### config.mk
export PLATFORM = sky130hd
export DESIGN_NAME = sync_len_crc8_frame_receiver
export DESIGN_NICKNAME = d
export VERILOG_FILES = /design/src/slcfr_pkg.sv /design/src/sync_len_crc8_frame_receiver.sv /design/src/slcfr_front.sv /design/src/slcfr_job_queue.sv /design/src/slcfr_back.sv
export SDC_FILE = /design/constraint.sdc
export NUM_CORES = 1
export LEC_CHECK = 0
export BUFFER_PORTS_ARGS = -buffer_cell sky130_fd_sc_hd__buf_2
export CORE_ASPECT_RATIO = 0.75
export CORE_UTILIZATION = 45
export DETAILED_ROUTE_END_ITERATION = 12
export SLEW_MARGIN = 20
export SYNTH_ARGS = -nofsm -noshare
export SYNTH_HDL_FRONTEND = slang
export SYNTH_SLANG_ARGS = --single-unit
### constraint.sdc
create_clock -name clk -period 25.8 [get_ports clk]
set_input_delay 2.58 -clock clk [delete_from_list [all_inputs] [get_ports clk]]
set_output_delay 2.58 -clock clk [all_outputs]
set_load 0.05 [all_outputs]
### src/slcfr_pkg.sv
`timescale 1ns / 1ps
package slcfr_pkg;

  // Payload buffer depth and its address width
  localparam int BUF_DEPTH = 64;
  localparam int MEM_AW    = (BUF_DEPTH > 1) ? $clog2(BUF_DEPTH) : 1;

  // Front-to-back job queue
  localparam int JQ_DEPTH  = 2;
  localparam int JQ_AW     = 1;

  // Result queue in the back part
  localparam int OQ_DEPTH  = 4;
  localparam int OQ_AW     = 2;

  // CRC-8 generator polynomial
  localparam logic [7:0] CRC_POLY = 8'h07;

  // Register indexes
  localparam logic CFG_SYNC_VALUE  = 1'b0;
  localparam logic CFG_MAX_PAYLOAD = 1'b1;

  // Result status codes
  localparam logic [1:0] ST_PAYLOAD = 2'd0;
  localparam logic [1:0] ST_EMPTY   = 2'd1;
  localparam logic [1:0] ST_LEN_ERR = 2'd2;
  localparam logic [1:0] ST_CRC_ERR = 2'd3;

  // Request codes
  localparam logic REQ_BYTE   = 1'b0;
  localparam logic REQ_RESYNC = 1'b1;

  typedef enum logic [4:0] {
    PH_HUNT = 5'b00001,
    PH_ID   = 5'b00010,
    PH_LEN  = 5'b00100,
    PH_DATA = 5'b01000,
    PH_CRC  = 5'b10000
  } phase_t;

  typedef struct packed {
    logic       req_type;
    logic [7:0] rx_byte;
  } in_t;

  typedef struct packed {
    logic [1:0]  status;
    logic [7:0]  frame_id;
    logic [6:0]  pay_len;
    logic [5:0]  byte_index;
    logic [7:0]  data_out;
    logic        last;
    logic [31:0] good_count;
    logic [31:0] error_count;
  } res_t;

  // One frame outcome handed from the front to the back
  typedef struct packed {
    logic [1:0]  status;
    logic [7:0]  frame_id;
    logic [6:0]  pay_len;
    logic [31:0] good_count;
    logic [31:0] error_count;
  } job_t;

  // Payload buffer write port
  typedef struct packed {
    logic              en;
    logic [MEM_AW-1:0] addr;
    logic [7:0]        data;
  } wr_t;

  // One CRC-8 byte update, MSB first, no reflection
  function automatic logic [7:0] crc8_step(input logic [7:0] crc, input logic [7:0] b);
    logic [7:0] c;
    c = crc ^ b;
    for (int i = 0; i < 8; i++) begin
      c = c[7] ? ({c[6:0], 1'b0} ^ CRC_POLY) : {c[6:0], 1'b0};
    end
    return c;
  endfunction

endpackage

### src/sync_len_crc8_frame_receiver.sv
`timescale 1ns / 1ps
// With the back part idle, an error or empty-frame result passes from the job queue
// through the s1 register to the result queue; payload frames first start a buffer walk.
// Throughput: one byte per cycle in; results leave at one per cycle from a 4-deep queue.
// Input stalls on a full job queue, and payload bytes of the next frame stall while the
// back part still reads the buffer (one 64x8 memory, one write and one read port).
// Reset (rst, synchronous, active high): hunting, counters zero, registers 170 and 64.
module sync_len_crc8_frame_receiver import slcfr_pkg::*; (
  input  logic       clk,
  input  logic       rst,
  input  logic       push,
  output logic       full,
  input  in_t        rx_item,
  output logic       empty,
  input  logic       pop,
  output res_t       result,
  input  logic       cfg_we,
  input  logic       cfg_index,
  input  logic [7:0] cfg_data
);

  logic jq_full;
  logic jq_empty;
  logic jq_pop;
  logic job_push;
  logic busy;
  logic hold_data;
  job_t job_in;
  job_t job_out;
  wr_t  wr;

  // Hold payload writes while a frame waits for or is in its buffer walk
  assign hold_data = !jq_empty || busy;

  slcfr_front u_front (
    .clk       (clk),
    .rst       (rst),
    .push      (push),
    .full      (full),
    .rx_item   (rx_item),
    .cfg_we    (cfg_we),
    .cfg_index (cfg_index),
    .cfg_data  (cfg_data),
    .jq_full   (jq_full),
    .hold_data (hold_data),
    .job_push  (job_push),
    .job       (job_in),
    .wr        (wr)
  );

  slcfr_job_queue u_jq (
    .clk    (clk),
    .rst    (rst),
    .wr_en  (job_push),
    .wr_job (job_in),
    .full   (jq_full),
    .rd_en  (jq_pop),
    .rd_job (job_out),
    .empty  (jq_empty)
  );

  slcfr_back u_back (
    .clk      (clk),
    .rst      (rst),
    .wr       (wr),
    .jq_empty (jq_empty),
    .jq_job   (job_out),
    .jq_pop   (jq_pop),
    .busy     (busy),
    .empty    (empty),
    .pop      (pop),
    .result   (result)
  );

endmodule

### src/slcfr_front.sv
`timescale 1ns / 1ps
module slcfr_front import slcfr_pkg::*; (
  input  logic       clk,
  input  logic       rst,
  input  logic       push,
  output logic       full,
  input  in_t        rx_item,
  input  logic       cfg_we,
  input  logic       cfg_index,
  input  logic [7:0] cfg_data,
  input  logic       jq_full,
  input  logic       hold_data,
  output logic       job_push,
  output job_t       job,
  output wr_t        wr
);

  phase_t      phase, phase_next;
  logic [7:0]  sync_value;
  logic [6:0]  max_payload;
  logic [7:0]  held_id;
  logic [6:0]  held_len;
  logic [6:0]  fill_index;
  logic [7:0]  crc_acc;
  logic [31:0] good_total, good_next;
  logic [31:0] error_total, error_next;
  logic [7:0]  b;
  logic [7:0]  crc_upd;
  logic [6:0]  limit;
  logic [6:0]  fill_inc;
  logic        accept;
  logic        is_byte;

  localparam logic [6:0] BUF_LIM = 7'(BUF_DEPTH);

  // Stall on a full job queue, or on payload writes while the buffer is read
  assign full    = jq_full || ((phase == PH_DATA) && hold_data);
  assign accept  = push && !full;
  assign b       = rx_item.rx_byte;
  assign is_byte = (rx_item.req_type == REQ_BYTE);
  assign crc_upd = crc8_step(crc_acc, b);
  assign limit   = (max_payload < BUF_LIM) ? max_payload : BUF_LIM;
  assign fill_inc = fill_index + 7'd1;

  // Classify the byte against the current phase
  always_comb begin
    phase_next = phase;
    good_next  = good_total;
    error_next = error_total;
    job_push   = 1'b0;
    job        = '0;
    wr         = '0;
    if (accept && is_byte) begin
      unique case (phase)
        PH_ID: phase_next = PH_LEN;
        PH_LEN: begin
          if (b > {1'b0, limit}) begin
            error_next       = error_total + 32'd1;
            job_push         = 1'b1;
            job.status       = ST_LEN_ERR;
            job.pay_len      = b[7] ? 7'd127 : b[6:0];
            phase_next       = PH_HUNT;
          end else begin
            phase_next = (b == 8'd0) ? PH_CRC : PH_DATA;
          end
        end
        PH_DATA: begin
          wr.en   = 1'b1;
          wr.addr = fill_index[MEM_AW-1:0];
          wr.data = b;
          if (fill_inc >= held_len) phase_next = PH_CRC;
        end
        PH_CRC: begin
          job_push    = 1'b1;
          job.pay_len = held_len;
          if (b == crc_acc) begin
            good_next  = good_total + 32'd1;
            job.status = (held_len == 7'd0) ? ST_EMPTY : ST_PAYLOAD;
            if (held_len == 7'd0) job.pay_len = 7'd0;
          end else begin
            error_next = error_total + 32'd1;
            job.status = ST_CRC_ERR;
          end
          phase_next = PH_HUNT;
        end
        default: phase_next = (b == sync_value) ? PH_ID : PH_HUNT;
      endcase
      job.frame_id    = held_id;
      job.good_count  = good_next;
      job.error_count = error_next;
    end else if (accept) begin
      phase_next = PH_HUNT;
    end
  end

  // Hold configuration
  always_ff @(posedge clk) begin
    if (rst) begin
      sync_value  <= 8'd170;
      max_payload <= 7'd64;
    end else if (cfg_we) begin
      if (cfg_index == CFG_SYNC_VALUE) sync_value <= cfg_data;
      else max_payload <= cfg_data[6:0];
    end
  end

  // Advance frame state
  always_ff @(posedge clk) begin
    if (rst) begin
      phase       <= PH_HUNT;
      held_id     <= 8'd0;
      held_len    <= 7'd0;
      fill_index  <= 7'd0;
      crc_acc     <= 8'd0;
      good_total  <= 32'd0;
      error_total <= 32'd0;
    end else if (accept) begin
      phase       <= phase_next;
      good_total  <= good_next;
      error_total <= error_next;
      if (!is_byte) begin
        fill_index <= 7'd0;
        crc_acc    <= 8'd0;
      end else begin
        unique case (phase)
          PH_ID: begin
            held_id <= b;
            crc_acc <= crc_upd;
          end
          PH_LEN: begin
            crc_acc <= crc_upd;
            if (b <= {1'b0, limit}) begin
              held_len   <= b[6:0];
              fill_index <= 7'd0;
            end
          end
          PH_DATA: begin
            crc_acc    <= crc_upd;
            fill_index <= fill_inc;
          end
          PH_CRC: ;
          default: if (b == sync_value) crc_acc <= 8'd0;
        endcase
      end
    end
  end

  // Never write the buffer while the back part still reads it
  a_no_write_on_hold: assert property (@(posedge clk) disable iff (rst)
    wr.en |-> !hold_data) else $error("payload write while buffer is read");
  // A job is only pushed into a queue with room
  a_push_room: assert property (@(posedge clk) disable iff (rst)
    job_push |-> !jq_full) else $error("job pushed into full queue");
  // Payload fill never runs past the declared length
  a_fill_bound: assert property (@(posedge clk) disable iff (rst)
    (phase == PH_DATA) |-> (fill_index < held_len)) else $error("fill past length");

endmodule

### src/slcfr_job_queue.sv
`timescale 1ns / 1ps
module slcfr_job_queue import slcfr_pkg::*; (
  input  logic clk,
  input  logic rst,
  input  logic wr_en,
  input  job_t wr_job,
  output logic full,
  input  logic rd_en,
  output job_t rd_job,
  output logic empty
);

  job_t             slots [JQ_DEPTH];
  logic [JQ_AW-1:0] wptr;
  logic [JQ_AW-1:0] rptr;
  logic [JQ_AW:0]   count;
  logic             do_wr;
  logic             do_rd;

  assign full   = (count == (JQ_AW + 1)'(JQ_DEPTH));
  assign empty  = (count == '0);
  assign do_wr  = wr_en && !full;
  assign do_rd  = rd_en && !empty;
  assign rd_job = slots[rptr];

  // Store the job
  always_ff @(posedge clk) begin
    if (do_wr) slots[wptr] <= wr_job;
  end

  // Advance pointers and occupancy
  always_ff @(posedge clk) begin
    if (rst) begin
      wptr  <= '0;
      rptr  <= '0;
      count <= '0;
    end else begin
      if (do_wr) wptr <= wptr + 1'b1;
      if (do_rd) rptr <= rptr + 1'b1;
      count <= count + (JQ_AW + 1)'(do_wr) - (JQ_AW + 1)'(do_rd);
    end
  end

endmodule

### src/slcfr_back.sv
`timescale 1ns / 1ps
module slcfr_back import slcfr_pkg::*; (
  input  logic clk,
  input  logic rst,
  input  wr_t  wr,
  input  logic jq_empty,
  input  job_t jq_job,
  output logic jq_pop,
  output logic busy,
  output logic empty,
  input  logic pop,
  output res_t result
);

  logic [7:0]       mem [BUF_DEPTH];
  logic [7:0]       rd_data;
  logic             run_active;
  job_t             run_job;
  logic [6:0]       run_k;
  logic             run_last;
  logic             s1_valid;
  logic             s1_from_mem;
  res_t             s1_res;
  res_t             oq [OQ_DEPTH];
  logic [OQ_AW-1:0] oq_wptr;
  logic [OQ_AW-1:0] oq_rptr;
  logic [OQ_AW:0]   oq_count;
  logic [OQ_AW+1:0] occupancy;
  logic             credit;
  logic             issue_run;
  logic             take_job;
  logic             do_pop;
  res_t             s1_out;

  assign occupancy = {1'b0, oq_count} + (OQ_AW + 2)'(s1_valid);
  assign credit    = (occupancy < (OQ_AW + 2)'(OQ_DEPTH));
  assign issue_run = credit && run_active;
  assign take_job  = credit && !run_active && !jq_empty;
  assign jq_pop    = take_job;
  assign busy      = run_active;
  assign run_last  = ((run_k + 7'd1) == run_job.pay_len);
  assign empty     = (oq_count == '0);
  assign do_pop    = pop && !empty;
  assign result    = oq[oq_rptr];

  // Payload buffer: written by the front, read one byte per issue
  always_ff @(posedge clk) begin
    if (wr.en) mem[wr.addr] <= wr.data;
    if (issue_run) rd_data <= mem[run_k[MEM_AW-1:0]];
  end

  // Walk a good frame's payload, or pass a single-result job
  always_ff @(posedge clk) begin
    if (rst) begin
      run_active <= 1'b0;
      run_k      <= 7'd0;
      s1_valid   <= 1'b0;
    end else begin
      s1_valid <= issue_run || (take_job && (jq_job.status != ST_PAYLOAD));
      if (take_job && (jq_job.status == ST_PAYLOAD)) begin
        run_active <= 1'b1;
        run_k      <= 7'd0;
      end else if (issue_run) begin
        run_k <= run_k + 7'd1;
        if (run_last) run_active <= 1'b0;
      end
    end
  end

  // Result metadata for the read in flight
  always_ff @(posedge clk) begin
    if (take_job) run_job <= jq_job;
    if (issue_run) begin
      s1_from_mem       <= 1'b1;
      s1_res.status     <= ST_PAYLOAD;
      s1_res.frame_id   <= run_job.frame_id;
      s1_res.pay_len    <= run_job.pay_len;
      s1_res.byte_index <= run_k[5:0];
      s1_res.data_out   <= 8'd0;
      s1_res.last       <= run_last;
      s1_res.good_count <= run_job.good_count;
      s1_res.error_count <= run_job.error_count;
    end else if (take_job) begin
      s1_from_mem       <= 1'b0;
      s1_res.status     <= jq_job.status;
      s1_res.frame_id   <= jq_job.frame_id;
      s1_res.pay_len    <= jq_job.pay_len;
      s1_res.byte_index <= 6'd0;
      s1_res.data_out   <= 8'd0;
      s1_res.last       <= 1'b1;
      s1_res.good_count <= jq_job.good_count;
      s1_res.error_count <= jq_job.error_count;
    end
  end

  // Merge read data into the result
  always_comb begin
    s1_out = s1_res;
    if (s1_from_mem) s1_out.data_out = rd_data;
  end

  // Result queue
  always_ff @(posedge clk) begin
    if (s1_valid) oq[oq_wptr] <= s1_out;
  end

  always_ff @(posedge clk) begin
    if (rst) begin
      oq_wptr  <= '0;
      oq_rptr  <= '0;
      oq_count <= '0;
    end else begin
      if (s1_valid) oq_wptr <= oq_wptr + 1'b1;
      if (do_pop) oq_rptr <= oq_rptr + 1'b1;
      oq_count <= oq_count + (OQ_AW + 1)'(s1_valid) - (OQ_AW + 1)'(do_pop);
    end
  end

  // Result queue never overflows
  a_oq_bound: assert property (@(posedge clk) disable iff (rst)
    oq_count <= (OQ_AW + 1)'(OQ_DEPTH)) else $error("result queue overflow");
  // A payload walk stays inside the frame
  a_run_bound: assert property (@(posedge clk) disable iff (rst)
    run_active |-> (run_k < run_job.pay_len)) else $error("payload walk past length");
  // The final byte of a walk ends the run
  a_run_end: assert property (@(posedge clk) disable iff (rst)
    (issue_run && run_last) |=> !run_active) else $error("run did not end");

endmodule
==> results summary <==
The maximum level of the CTS H-tree came out at 4. The total number of yosys warnings came out at 0. The vertical extent of the die came out at 303 µm. The time the final worst path needs with I/O delays and setup is 6.46 ns. The pre-antenna-repair detailed-routing pass consisted of 5 iterations. The signal on the critical path passes through buf_4, buf_4, mux4_2, buf_2. The final layout contains 3,191 nets. CTS saw 1,371 sinks. The finished cells cover 61,000 µm². The number of buffers inserted by hold repair at cts came out at 0.

The completed layout was analyzed and its total power is 5700 µW. The root buffer cell is sky130_fd_sc_hd__clkbuf_16. The max-slew violation count was 0. The detailed-placement wirelength estimate is 72,000 µm.

In this run the remaining antenna-violating nets after routing total 0. Relative to the synthesized area, the layout overhead comes to 12.5%. The total wire length came out at 117,000 µm. The first routing iteration left 2,902 violations. The proportion of synthesized flip-flops having asynchronous set or reset came out at 0%. The post-synthesis instance area is 54,200 µm². The smallest setup slack after layout is 19.34 ns. The number of standard cells after synthesis is 3,006. The core region area is 119,000 µm².

The mean post-synth cell area came out at 18.0 µm². Cells with a size suffix above 1 make up 24.8% of the layout. The total global routing overflow came out at 0. The number of enable flip-flop cells after synthesis came out at 1,231. The number of remaining DRC errors came out at 0. The starting density of the core came out at 45.7%. Setup repair after global routing left no endpoint under its margin.

The netlist uses 63 different library cells. The worst hold slack came out at 0.465 ns. The number of gates given a new drive strength after cts is 0. The initial antenna violation count came out at 5.

The cell leakage power is 0.0204 µW. The total count of hold-check failures in the final report is 0. The worst pin sits at a relative slew slack of 24.2%. The worst setup path is captured at an output pin. The min-delay analysis places its worst path in the category flop to flop. The routed layout has 27,300 vias. Counting along the longest clock path gives a buffer depth of 3.

The slew at the pin closest to its max-slew limit is 1.13 ns. The placed cell area came out at 56,500 µm². The setup TNS came out at 0 ns. The count of boundary I/O pins came out at 121.

The maximum operating frequency came out at 155 MHz. The total of endpoints with negative setup slack in the final report is 0. Global routing consumed, over all layers together, 19.4% of the routing resources. Entering global routing, the biggest net connects 95 pins. The startpoint identified for the worst hold timing path is u_front.max_payload[2]. The clock latency on the worst-skew pair is 0.75 ns. For this design, the slowest cell found on the critical path is sky130_fd_sc_hd__buf_4.

The number of setup buffers added after CTS is 0. The clock slew seen by the registers of the worst setup and hold paths came out at 0.06 ns. The global placement routability congestion came out at 0.844. The worst setup path is launched from a flop. For this design the ratio of total power to cell area is 93.5 nW/µm². The total of flip-flops plus latches after synthesis is 1,371. The critical path required time came out at 23.22 ns. The share of synthesized area occupied by flip-flops and latches is 73.3%.

The routed length per instance came out at 24.4 µm. The count of standard-cell rows is 109. The maximum vdd drop came out at 0.0678 mV. The x dimension of the die came out at 403 µm.

Max-cap violations in this run came to 0. The number of CTS-inserted buffers is 137. In this run the worst path has a maximum fanout of 38. The worst endpoint data arrival time came out at 3.88 ns. The period utilization is 25.1%. The number of vias per cell came out at 5.70.

The worst register-to-register path begins at u_front.phase[3]. The die outline area is 122,000 µm². The first global-routing pass estimated 176,000 µm of wire. The post-route clock skew is 0.0236 ns. The cell that appears most often on the critical path is sky130_fd_sc_hd__buf_4. TritonCTS built the clock tree. The synthesized netlist net count came out at 3,060. The kind of critical path is flop to output pin. The biggest cell delay along the critical path is 0.74 ns. In the synthesized netlist the dominant register cell turns out to be sky130_fd_sc_hd__edfxtp_1. The number of global-route vias before repair is 27,700. The flow ran to the end, and the final reports show no timing, DRC or antenna violations. Input and output buffers added on the ports amount to 120. OpenSTA, run right after detailed placement, puts the worst setup slack at 19.66 ns.
## report_power, final
group	internal, µW	switching, µW
clock	1130	823
combinational	317	649
sequential	2680	104
## state kept, by name (all words and copies together), names as in the netlist, 3 cells and up, named ones only
name                 count
u_back.s1_out           88
u_back.oq              384
u_front.good_total      32
u_front.max_payload      7
u_front.error_total     32
u_front.phase            5
u_front.held_len         7
u_jq.slots             162
u_back.oq_count          3
u_front.fill_index       7
u_front.crc_acc          8
u_front.held_id          8
u_front.sync_value       8
u_back.run_job          79
u_back.run_k             7
u_back.mem             512
u_back.rd_data           8
## worst paths after layout
| check | end | slack [ns] | cells after the start |
|---|---|---|---|
| min reg2reg | u_front.max_payload[2] | 0.46 | 2 |
| max reg2reg | u_back.mem[35][2] | 21.28 | 5 |
| max | result[91] | 19.34 | 4 |
| min | u_front.max_payload[2] | 0.46 | 2 |
## area by class of cell
class / count / area, µm²
diodes: 2 / 5.00
clock buffers: 176 / 3810
clock inverters: 68 / 602
fillers: 9418 / 57700
inverters: 26 / 97.6
multi-input cells: 1448 / 13800
flip-flops and latches: 1371 / 39800
well taps: 1554 / 1940
repair buffers: 153 / 910
## metrics by stage
stage                     instances  utilization [%]
final                          4798             51.4
after global routing           4796             51.4
after CTS                      4795             51.4
after detailed placement       4551             47.6
after global placement         4550             47.6
after floorplan                3006                -
## synth_stat cells, drive strengths merged, types with 30 or more instances
| master | count | area share (%) |
|---|---|---|
| edfxtp | 1231 | 68 |
| nor2 | 283 | 2.0 |
| mux4 | 256 | 11 |
| mux2 | 158 | 3.3 |
| dfxtp | 140 | 5.2 |
| clkbuf | 124 | 0.86 |
| nand2 | 103 | 0.71 |
| xnor2 | 85 | 1.4 |
| xor2 | 76 | 1.2 |
| a21oi | 61 | 0.56 |
| nand3 | 58 | 0.54 |
| o21ai | 44 | 0.41 |
| buf | 37 | 0.32 |
| and2 | 35 | 0.40 |
| ha | 30 | 0.69 |
## routing by layer
metal	vias to the layer above	track usage (%)	wire length (µm)
met5	-	0	32
met4	4	5.02	2160
met3	185	5.22	9240
met2	933	28.6	52000
met1	14200	28.6	53600
li1	12000	-	-
## layout by cell type (no fill, tap or decap), types with 43 or more instances in the layout
cell type	n
sky130_fd_sc_hd__xor2_1	76
sky130_fd_sc_hd__mux2_2	158
sky130_fd_sc_hd__o21ai_0	43
sky130_fd_sc_hd__clkbuf_16	146
sky130_fd_sc_hd__dfxtp_1	134
sky130_fd_sc_hd__buf_2	119
sky130_fd_sc_hd__a21oi_1	60
sky130_fd_sc_hd__mux4_2	256
sky130_fd_sc_hd__nand3_1	57
sky130_fd_sc_hd__xnor2_1	84
sky130_fd_sc_hd__nor2_1	281
sky130_fd_sc_hd__nand2_1	103
sky130_fd_sc_hd__edfxtp_1	1231
## logic make-up after synthesis
kind of cell               count (synthesis)  synth area share, %
AOI/OAI and AO/OA                        199                 2.32
xor gates and xnor gates                 161                 2.61
adders and majority gates                 31                0.729
buffers and inverters                    187                 1.36
DFF                                     1371                 73.3
muxes                                    440                 14.4
and+or+nand+nor                          617                 5.24
## worst max-delay path, delay by kind of cell (launching register included)
kind | cells | cell delay, ns
buffers and inverters | 3 | 1.71
flip-flops | 1 | 0.71
multiplexers | 1 | 0.62
Note: power is estimated with default switching activity, not from simulation.
